[config.mk]
export PLATFORM = sky130hd
export DESIGN_NAME = nrld_ctrl
export DESIGN_NICKNAME = d
export VERILOG_FILES = /design/src/design/nrld_pkg.sv /design/src/design/nrld_ctrl.sv
export SDC_FILE = /design/constraint.sdc
export NUM_CORES = 1
export LEC_CHECK = 0
export ABC_AREA = 0
export BUFFER_PORTS_ARGS = -buffer_cell sky130_fd_sc_hd__buf_4
export CAP_MARGIN = 30
export CORE_AREA = 4 4 41 43
export DETAILED_ROUTE_END_ITERATION = 16
export DIE_AREA = 0 0 45 47
export GPL_TIMING_DRIVEN = 0
export PLACE_DENSITY = 0.52
export SYNTH_ARGS = -nofsm -noshare
export SYNTH_HDL_FRONTEND = slang
export SYNTH_SLANG_ARGS = --single-unit
[constraint.sdc]
create_clock -name clk -period 2.2 [get_ports clk]
set_input_delay 0 -clock clk [delete_from_list [all_inputs] [get_ports clk]]
set_output_delay 0 -clock clk [all_outputs]
set_load 0.01 [all_outputs]
[src/design/nrld_pkg.sv]
// Types, constants and codes of the nearest-neighbor luma density resampler.
`timescale 1ns / 1ps
package nrld_pkg;

	localparam int MAX_SRC_WIDTH  = 128;
	localparam int MAX_SRC_HEIGHT = 128;
	localparam int MAX_DST_DIM    = 1024;

	localparam int STORE_DEPTH = MAX_SRC_WIDTH * MAX_SRC_HEIGHT;
	localparam int ADDR_W      = $clog2(STORE_DEPTH);
	localparam int CNT_W       = ADDR_W + 1;

	localparam int CH_W    = 8;
	localparam int PIX_W   = 4 * CH_W;
	localparam int COORD_W = 10;
	localparam int SDIM_W  = 8;
	localparam int DDIM_W  = 11;
	localparam int DENS_W  = 16;
	localparam int SX_W    = $clog2(MAX_SRC_WIDTH);
	localparam int SY_W    = $clog2(MAX_SRC_HEIGHT);

	localparam int TDATA_IN_W  = 56;
	localparam int TUSER_IN_W  = 2;
	localparam int TDATA_OUT_W = 16;
	localparam int CFG_IDX_W   = 2;
	localparam int CFG_DATA_W  = DDIM_W;

	// divider: dividend bits shifted in MSB first, remainder as wide as the divisor
	localparam int DIVD_W  = COORD_W + SDIM_W;
	localparam int DIVR_W  = 26;
	localparam int DSTEP_W = 4;
	localparam logic [DSTEP_W-1:0] COORD_STEPS = DSTEP_W'(DIVD_W / 2);
	localparam logic [DSTEP_W-1:0] LUMA_STEPS  = DSTEP_W'(DENS_W / 2);

	localparam int LUMA_W = 18;
	localparam int PROD_W = LUMA_W + CH_W;
	localparam logic [9:0] COEF_R = 10'd299;
	localparam logic [9:0] COEF_G = 10'd587;
	localparam logic [9:0] COEF_B = 10'd114;
	localparam logic [DIVR_W-1:0] LUMA_DEN = DIVR_W'(65025000);

	localparam logic [DENS_W-1:0] DENS_HALF = 16'd16384;
	localparam logic [DENS_W-1:0] DENS_MIN  = 16'd3277;
	localparam logic [DENS_W-1:0] DENS_MAX  = 16'd32768;

	localparam logic [CFG_IDX_W-1:0] REG_SRC_WIDTH  = 2'd0;
	localparam logic [CFG_IDX_W-1:0] REG_SRC_HEIGHT = 2'd1;
	localparam logic [CFG_IDX_W-1:0] REG_DST_WIDTH  = 2'd2;
	localparam logic [CFG_IDX_W-1:0] REG_DST_HEIGHT = 2'd3;

	localparam logic REQ_LOAD  = 1'b0;
	localparam logic REQ_QUERY = 1'b1;

	typedef struct packed {
		logic load;
		logic q_start;
		logic res_half;
		logic idx;
		logic rd;
		logic luma1;
		logic luma_start;
		logic res_luma;
		logic out_load;
	} ctrl_cmd_t;

	typedef struct packed {
		logic no_image;
		logic div_busy;
		logic hit;
		logic out_free;
	} dp_status_t;

endpackage

[src/design/nrld_ctrl.sv]
// Controller: sequences loads and queries through the datapath.
`timescale 1ns / 1ps
module nrld_ctrl
	import nrld_pkg::*;
(
	input  logic                  clk,
	input  logic                  arst_n,
	input  logic                  s_tvalid,
	output logic                  s_tready,
	input  logic [TUSER_IN_W-1:0] s_tuser,
	input  dp_status_t            status,
	output ctrl_cmd_t             cmd
);

	localparam logic [2:0] S_IDLE = 3'd0;
	localparam logic [2:0] S_DIVC = 3'd1;
	localparam logic [2:0] S_IDX  = 3'd2;
	localparam logic [2:0] S_RD   = 3'd3;
	localparam logic [2:0] S_LUM1 = 3'd4;
	localparam logic [2:0] S_LUM2 = 3'd5;
	localparam logic [2:0] S_DIVL = 3'd6;
	localparam logic [2:0] S_DONE = 3'd7;

	logic [2:0] state_q, state_d;
	logic       accept;

	assign s_tready = state_q == S_IDLE;
	assign accept   = s_tvalid && s_tready;

	always_comb begin
		state_d = state_q;
		cmd     = '0;
		unique case (state_q)
			S_IDLE: begin
				if (accept) begin
					if (s_tuser[0] == REQ_LOAD) begin
						cmd.load = 1'b1;
					end else if (status.no_image) begin
						cmd.res_half = 1'b1;
						state_d      = S_DONE;
					end else begin
						cmd.q_start = 1'b1;
						state_d     = S_DIVC;
					end
				end
			end
			S_DIVC: begin
				if (!status.div_busy) state_d = S_IDX;
			end
			S_IDX: begin
				cmd.idx = 1'b1;
				state_d = S_RD;
			end
			S_RD: begin
				// a pixel not yet loaded answers one half
				if (status.hit) begin
					cmd.rd  = 1'b1;
					state_d = S_LUM1;
				end else begin
					cmd.res_half = 1'b1;
					state_d      = S_DONE;
				end
			end
			S_LUM1: begin
				cmd.luma1 = 1'b1;
				state_d   = S_LUM2;
			end
			S_LUM2: begin
				cmd.luma_start = 1'b1;
				state_d        = S_DIVL;
			end
			S_DIVL: begin
				if (!status.div_busy) begin
					cmd.res_luma = 1'b1;
					state_d      = S_DONE;
				end
			end
			S_DONE: begin
				if (status.out_free) begin
					cmd.out_load = 1'b1;
					state_d      = S_IDLE;
				end
			end
			default: state_d = S_IDLE;
		endcase
	end

	always_ff @(posedge clk or negedge arst_n) begin
		if (!arst_n) state_q <= S_IDLE;
		else state_q <= state_d;
	end

endmodule

==> results of run 1 <==
-- placed cells by master (no fill, tap or decap), types with 2 or more instances in the layout --
master / count
a211oi_2: 2
and3b_1: 2
buf_4: 18
clkbuf_4: 3
dfrtp_1: 3
nand2_1: 7
nor2_1: 3
nor3b_1: 2
-- layout make-up --
type	instances	area share [%]
Multi-Input combinational cell	33	47.2
Timing Repair Buffer	18	25.5
Sequential cell	3	13.9
Clock buffer	4	4.86
Buffer	3	4.40
Tap cell	15	3.47
Inverter	1	0.694
-- timing repair --
item                                   CTS  global route
hold buffers                             1             0
endpoints found under the hold margin    3             0
gates resized for setup                  0             0
-- synthesized netlist by cell type --
cell / count
and4b_1: 1
or2b_1: 1
nor3_2: 1
o21ai_0: 1
or3_4: 1
nand4b_4: 1
o2bb2ai_1: 1
a22oi_1: 1
a21oi_1: 1
nor3b_1: 2
mux2_1: 1
and2b_1: 1
buf_6: 1
dfrtp_1: 3
a21boi_0: 1
nor3b_2: 1
a31o_1: 1
and3b_1: 2
buf_4: 1
nor2b_1: 1
inv_1: 1
a211oi_2: 2
o22a_1: 1
o32ai_1: 1
nor2_1: 3
buf_2: 1
nand2_1: 7
-- through the flow --
stage	util, %	cell area [sq um]	instances	hold WS (ns)
CTS	41.5	541	77	0.0931
finish	41.5	541	77	0.0960
detailed placement	38.8	504	72	-0.209
global route	41.5	541	77	0.0949
floorplan	-	358	40	-0.296
global placement	38.8	504	72	-0.209
-- routing by layer --
layer	track usage, %	vias up
met1	13.5	168
met3	4.60	0
li1	-	192
met5	0	-
met2	12.7	13
met4	3.51	0
-- power by group --
group	internal [mW]	total, mW	switching (mW)
Sequential	0.0846	0.123	0.0381
Clock	0.0678	0.0942	0.0264
Combinational	0.209	0.409	0.199
-- critical path: cells and delay by family (launching register included) --
kind,cells,cell delay [ns]
flip-flops,1,0.41
AND/OR/NAND/NOR,2,0.60
buffers and inverters,1,0.13
-- kinds of logic (layout without fill, tap and decap cells) --
family / count (synthesis) / in the layout / share of synthesized area (%)
buffers and inverters: 4 / 26 / 7.69
multiplexers: 1 / 1 / 3.15
AND/OR/NAND/NOR: 22 / 22 / 44.4
AO/OA/AOI/OAI: 10 / 10 / 23.8
flip-flops: 3 / 3 / 21.0
-- path summary, 6_finish.rpt --
check,slack (ns),cells past startpoint,end
setup / recovery,0.83,3,cmd[8]
hold / removal,0.1,2,state_q[2]
setup reg to reg,1.04,3,state_q[1]
hold reg to reg,0.71,2,state_q[1]
max in group asynchronous,2.01,2,state_q[0]
min in group clk,0.12,3,state_q[2]
==> results.sh, run 1 <==
export IMPL_status="complete, no violations"
export IMPL_start_kind="flip-flop"
export IMPL_syn_nets=49
export IMPL_gp_congestion=0.718
export IMPL_vias_per_cell=4.84
export IMPL_netlist_instances=40
export IMPL_clockBufferDepth=2
export IMPL_grt_pass1_wl_mm=1.47
export IMPL_worstPathMaxFanout=5
export IMPL_tritoncts="done"
export IMPL_critPathSlowestCell="or3_4"
export IMPL_final_period_utilization_pct=62.3
export IMPL_ios=19
export IMPL_startpoint="state_q[1]"
export IMPL_nets=72
export IMPL_via_count=373
export IMPL_rr_startpoint="state_q[2]"
export IMPL_nFillCells=143
export IMPL_fin_tns_setup_ns=0
export IMPL_core_area_sq_um=1300
export IMPL_drc=0
export IMPL_crit_arrival_ns=1.37
export IMPL_routedWlPerCell_um=11.4
export IMPL_top_regs="state_q x3"
export IMPL_grt_total_usage_pct=9.66
export IMPL_worst_slack_ns=0.829
export IMPL_dieWidth_um=45
export IMPL_cp_cell_sequence="or3_4, nor3b_2, buf_4"
export IMPL_relSlewSlack_pct=82.2
export IMPL_power_density_nw_per_um2=1160
export IMPL_syn_area_sq_um=358
export IMPL_yosys_warnings=0
export IMPL_crit_path_end_kind="output port"
export IMPL_num_rows=13
export IMPL_dieArea_sq_um=2120
export IMPL_largest_register="state_q"
export IMPL_rsz0062_at_grt="no"
export IMPL_antenna_found_initial=0
export IMPL_avgSynthCellArea_sq_um=8.95
export IMPL_drtPass1Iterations=3
export IMPL_hold_violations=0
export IMPL_yosys_register_bits=3
export IMPL_ys_seq_area_share_pct=21.0
export IMPL_multi_input_area_sq_um=255
export IMPL_ant_nets=0
export IMPL_slowest_delay_ns=0.42
export IMPL_power_mw=0.626
export IMPL_wirelength_um=878
export IMPL_maxUsedRoutingLayer="met3"
export IMPL_postCtsSetupBuffers=0
export IMPL_drt_iter0_drc=8
export IMPL_numPortBuffers=17
export IMPL_cts_num_sinks=3
export IMPL_finalSetupViolations=0
export IMPL_ys_types=27
export IMPL_worstSkewPairLatency_ns=0.23
export IMPL_met2RoutedLength_um=377
export IMPL_seqCellArea_sq_um=75.1
export IMPL_min_path_type="in2async"
export IMPL_grt_pass1_vias=358
export IMPL_diodes=0
export IMPL_skew_ns=0.00437
export IMPL_max_cap_violations=0
export IMPL_cts_root_buf="clkbuf_4"
export IMPL_power_leakage_nw=0.262
export IMPL_grt_overflow_total=0
export IMPL_grt_max_degree=11
export IMPL_ir_worst_vdd_mv=0.486
export IMPL_wl_met3_um=67
export IMPL_start_util_pct=27.5
export IMPL_synthTopCellsByArea="dfrtp_1 21%, nand2_1 7.3%, a211oi_2 7.0%"
export IMPL_wl_met1_um=433
export IMPL_drive_above_1_share_pct=46.8
export IMPL_min_period_ns=1.37
export IMPL_yosysTopAreaCellShare_pct=21.0
export IMPL_required_ns=2.20
export IMPL_cts_inserted_buffers=3
export IMPL_maxSlewViolCount=0
export IMPL_path_clk_slew_ns=0.04
export IMPL_largest_reg_flops=3
export IMPL_synth_top_cell_by_area="dfrtp_1"
export IMPL_worst_pin_slew_ns=0.267
export IMPL_fmax_mhz=729
export IMPL_critPathKind="reg2out"
export IMPL_dpl_worst_slack_ns=1.05
export IMPL_dp_hpwl_um=672
export IMPL_fp_dieH_um=47
export IMPL_h_tree_depth=1
export IMPL_syn_to_final_growth_pct=51.0
No activity file was read; power rests on OpenSTA's default activity.
==> inputs of run 2 (changes only) <==
- clock period: 2.2 -> 1.4 ns (I/O delays scaled with it)
==> run 2 against run 1 <==
  * Routed wire length up 6.2%
  * Sequential share of layout area down 0.90 points
  * Via count up 6.2%
  * Global-route usage unchanged
  * Largest cell class unchanged
==> results.sh, run 2 (same netlist as run 1, synthesis figures left out) <==
export IMPL_rr_startpoint="state_q[2]"
export IMPL_final_cell_mix="23 x buf_4, 7 x nand2_1, 3 x nor2_1, 3 x clkbuf_4, 3 x dfrtp_1"
export IMPL_vias_per_cell=4.83
export IMPL_fmax_mhz=741
export IMPL_final_period_utilization_pct=96.3
export IMPL_crit_arrival_ns=1.35
export IMPL_rrSetupSlack_ns=0.22
export IMPL_slowest_delay_ns=0.41
export IMPL_path_clk_slew_ns=0.04
export IMPL_worst_path_buf_inv=2
export IMPL_drc=0
export IMPL_layout_commonest_cell="buf_4"
export IMPL_num_rows=13
export IMPL_worst_slack_ns=0.0511
export IMPL_dieWidth_um=45
export IMPL_post_cts_resized=0
export IMPL_h_tree_depth=1
export IMPL_drtPass1Iterations=4
export IMPL_core_area_sq_um=1300
export IMPL_nets=77
export IMPL_top_regs="state_q x3"
export IMPL_worst_pin_slew_ns=0.248
export IMPL_wirelength_um=932
export IMPL_power_mw=1.09
export IMPL_largest_register="state_q"
export IMPL_relSlewSlack_pct=83.4
export IMPL_cpLargestDelayFamily="flip-flops"
export IMPL_worstPathMaxFanout=5
export IMPL_diodes=0
export IMPL_grt_overflow_total=0
export IMPL_power_leakage_nw=0.285
export IMPL_antenna_found_initial=0
export IMPL_min_path_type="in2async"
export IMPL_skew_ns=0.00456
export IMPL_dp_hpwl_um=672
export IMPL_cts_num_sinks=3
export IMPL_finalSetupViolations=0
export IMPL_ir_worst_vdd_mv=0.797
export IMPL_cts_root_buf="clkbuf_4"
export IMPL_drive_above_1_share_pct=50.7
export IMPL_grt_pass1_wl_mm=1.47
export IMPL_rsz0062_at_grt="yes"
export IMPL_grt_pass1_vias=358
export IMPL_cts_inserted_buffers=3
export IMPL_fin_hold_ws_ns=0.0945
export IMPL_largest_reg_flops=3
export IMPL_fp_dieH_um=47
export IMPL_cp_cell_sequence="buf_6, nand4b_4, o22a_1, nor2_1, buf_4"
export IMPL_maxSlewViolCount=0
export IMPL_grt_total_usage_pct=9.66
export IMPL_critPathSlowestCell="dfrtp_1"
export IMPL_grt_max_degree=11
export IMPL_gp_congestion=0.718
export IMPL_clockBufferDepth=2
export IMPL_drt_iter0_drc=6
export IMPL_critPathKind="reg2out"
export IMPL_syn_to_final_growth_pct=61.5
export IMPL_ant_nets=0
export IMPL_via_count=396
export IMPL_ios=19
export IMPL_dieArea_sq_um=2120
export IMPL_crit_path_end_kind="output port"
export IMPL_tritoncts="done"
export IMPL_required_ns=1.40
export IMPL_reg2reg_depth=4
export IMPL_start_util_pct=27.5
export IMPL_hold_violations=0
export IMPL_dpl_worst_slack_ns=0.245
export IMPL_numPortBuffers=17
export IMPL_reg2reg_to="state_q[0]"
export IMPL_final_util_pct=44.4
export IMPL_start_kind="flip-flop"
export IMPL_status="complete, no violations"
export IMPL_max_cap_violations=0
export IMPL_routedWlPerCell_um=11.4
export IMPL_min_period_ns=1.35
export IMPL_worstSkewPairLatency_ns=0.23
export IMPL_power_density_nw_per_um2=1880
-- run 2: area by class of cell --
cell class	count	area (sq um)
inverter	1	3.75
buffer	3	23.8
timing repair buffer	23	175
multi-input combinational	33	255
sequential	3	75.1
clock buffer	4	26.3
fill	143	723
tap	15	18.8
-- run 2: worst reg2reg max path, delay by kind of cell (launching register included) --
| family | cells | cell delay, ns |
|---|---|---|
| flops | 1 | 0.43 |
| buf+inv | 1 | 0.20 |
| compound gates | 3 | 0.43 |
-- run 2: how the worst max path moves through the flow --
stage	endpoint	slack, ns	cells past startpoint	start
detailed placement	state_q[1]	0.25	3	state_q[2]
CTS	cmd[6]	0.009	5	state_q[0]
floorplan	state_q[0]	0.33	4	state_q[2]
global placement	state_q[0]	0.24	4	state_q[2]
finish	cmd[6]	0.05	5	state_q[0]
global route	cmd[6]	-0.03	5	state_q[0]
-- run 2: through the flow --
stage | cells | cell area (sq um) | TNS (ns)
finish | 82 | 578 | 0
global placement | 72 | 504 | 0
detailed placement | 72 | 504 | 0
CTS | 77 | 541 | 0
floorplan | 40 | 358 | 0
global route | 82 | 578 | -0.0374
-- run 2: where the power goes --
group	internal, mW	switching, mW
clock network	0.107	0.0426
registers	0.133	0.0529
logic	0.415	0.340
total	0.654	0.435
-- run 2: layer usage --
metal	track usage (%)	share of wire, %	up-vias	wire length, um
met1	13.5	47	182	442
met3	4.60	6.8	0	63
li1	-	-	202	-
met4	3.51	0	0	0
met2	12.7	46	12	427
met5	0	0	-	0
-- run 2: what timing repair did --
item                                    4_1_cts  5_1_grt
hold endpoints to repair                      3        0
hold buffers                                  1        0
setup buffers                                 0        5
endpoints found under the setup margin        0        3
==> inputs of run 3 (changes only) <==
- CELL_PAD_IN_SITES_DETAIL_PLACEMENT: not set -> 1
- CELL_PAD_IN_SITES_GLOBAL_PLACEMENT: not set -> 2
- CORE_AREA: 4 4 41 43 -> not set
- CORE_MARGIN: not set -> 4
- CORE_UTILIZATION: not set -> 22
- DIE_AREA: 0 0 45 47 -> not set
- PLACE_DENSITY: 0.52 -> 0.73
- SLEW_MARGIN: not set -> 10
==> run 3 against run 2 <==
  * Global-route usage rose by 0.093 points
  * Non-clock buffer count is 1 higher
  * Hold slack barely moved
  * Register-to-register slack is essentially flat
  * Sequential power hardly changed
  * Final area is 2.2% higher
  * Cell count increased by 2.4%
  * Power grew 3.4%
  * Count of clock-buffer cells in the layout unchanged
  * Worst setup slack worse by 0.0047 ns
==> results.sh, run 3 (same netlist as run 1, synthesis figures left out) <==
export IMPL_critPathSlowestCell="dfrtp_1"
export IMPL_fp_dieH_um=48.3
export IMPL_routedWlPerCell_um=12.3
export IMPL_dp_hpwl_um=766
export IMPL_busiest_layer="met2"
export IMPL_drive_above_1_share_pct=54.4
export IMPL_start_util_pct=23.5
export IMPL_worstPathMaxFanout=6
export IMPL_largest_reg_flops=3
export IMPL_core_area_sq_um=1520
export IMPL_grt_total_usage_pct=9.75
export IMPL_final_area_sq_um=591
export IMPL_drtPass1Iterations=2
export IMPL_slowest_delay_ns=0.41
export IMPL_grt_pass1_vias=415
export IMPL_largest_register="state_q"
export IMPL_layout_commonest_cell="buf_4"
export IMPL_power_density_nw_per_um2=1910
export IMPL_top_regs="state_q x3"
export IMPL_min_path_type="in2async"
export IMPL_drt_iter0_drc=5
export IMPL_power_leakage_nw=0.289
export IMPL_cp_cell_sequence="buf_6, nand4b_4, o22a_1, nor2_2, buf_4"
export IMPL_diodes=0
export IMPL_status="complete, no violations"
export IMPL_grt_pass1_wl_mm=1.83
export IMPL_syn_to_final_growth_pct=65.0
export IMPL_critPathKind="reg2out"
export IMPL_cts_inserted_buffers=3
export IMPL_clockBufferDepth=2
export IMPL_crit_arrival_ns=1.35
export IMPL_ant_nets=0
export IMPL_numPortBuffers=17
export IMPL_hold_violations=0
export IMPL_grt_overflow_total=0
export IMPL_wirelength_mm=1.03
export IMPL_num_rows=14
export IMPL_power_mw=1.13
export IMPL_worstSkewPairLatency_ns=0.23
export IMPL_ios=19
export IMPL_via_count=393
export IMPL_skew_ns=0.00216
export IMPL_grt_util_met3_pct=4.29
export IMPL_crit_path_end_kind="output port"
export IMPL_dieArea_sq_um=2340
export IMPL_grt_util_met2_pct=14.6
export IMPL_h_tree_depth=1
export IMPL_vias_per_cell=4.68
export IMPL_path_clk_slew_ns=0.04
export IMPL_cts_num_sinks=3
export IMPL_fmax_mhz=739
export IMPL_ir_worst_vdd_mv=0.758
export IMPL_grt_max_degree=11
export IMPL_finalSetupViolations=0
export IMPL_drc=0
export IMPL_maxSlewViolCount=0
export IMPL_dieWidth_um=48.3
export IMPL_start_kind="flip-flop"
export IMPL_final_period_utilization_pct=96.7
export IMPL_dpl_instance_area_sq_um=505
export IMPL_min_period_ns=1.35
export IMPL_gp_congestion=0.735
export IMPL_antenna_found_initial=0
export IMPL_max_cap_violations=0
export IMPL_required_ns=1.40
export IMPL_cts_root_buf="clkbuf_4"
export IMPL_rsz0062_at_grt="yes"
export IMPL_nets=78
export IMPL_tritoncts="done"
export IMPL_use_met1_pct=11.4
export IMPL_worst_pin_slew_ns=0.247
export IMPL_relSlewSlack_pct=83.5
export IMPL_final_cell_mix="24 x buf_4, 7 x nand2_1, 3 x clkbuf_4"
==> run 3: cell count changes in the layout (fill, tap and decap cells not counted), sizes merged <==
cell / before / now
buf: 25 / 26
==> run 3: cell type report <==
type	instances	area, sq um
well taps	16	20.0
multi-input cells	33	258
flip-flops and latches	3	76.3
plain buffers	3	23.8
repair buffers	24	183
inverters	1	3.75
clock buffers	4	26.3
fillers	195	933
==> run 3: metrics by stage <==
stage                     TNS [ns]  std cells  setup slack (ns)  util (%)  hold WS [ns]
final                            0         84            0.0464      38.8        0.0945
after global routing       -0.0604         84           -0.0425      38.8        0.0959
after CTS                        0         80           0.00983      36.5        0.0848
after detailed placement         0         73             0.235      33.2        -0.209
after global placement           0         73             0.222      33.2        -0.210
after floorplan                  0         40             0.332         -        -0.296
==> run 3: path summary, 6_finish.rpt <==
check	start	to	slack (ns)	depth (start not counted)
max	state_q[0]	cmd[6]	0.05	5
min	arst_n	state_q[2]	0.09	2
max reg2reg	state_q[0]	state_q[1]	0.21	6
min reg2reg	state_q[1]	state_q[1]	0.74	3
max in group asynchronous	arst_n	state_q[2]	1.20	2
min in group clk	status[3]	state_q[2]	0.11	3
==> run 3: layer usage <==
layer | part of all wire, % | vias to the layer above | wire [um]
met1 | 44 | 182 | 454
met3 | 6.9 | 0 | 71
met5 | 0 | - | 0
met2 | 49 | 10 | 505
met4 | 0 | 0 | 0
li1 | - | 201 | -
==> run 3: report_power, final <==
group | leakage [nW] | total, mW | internal, mW | switching [mW]
Combinational | 0.242 | 0.791 | 0.434 | 0.357
Sequential | 0.0326 | 0.183 | 0.136 | 0.0474
Clock | 0.0150 | 0.153 | 0.107 | 0.0457
==> run 3: worst max-delay path: cells and delay by family (launching register included) <==
family,cells,cell delay [ns]
AND/OR/NAND/NOR,2,0.23
flip-flops,1,0.41
buffers and inverters,2,0.27
AO/OA/AOI/OAI,1,0.22
==> run 3: what timing repair did <==
action / CTS / global route
cloned: 0 / 0
hold buffers: 1 / 0
gates resized for setup: 0 / 2
hold endpoints to repair: 3 / 0
setup endpoints to repair: 2 / 2
buffers inserted: 2 / 4
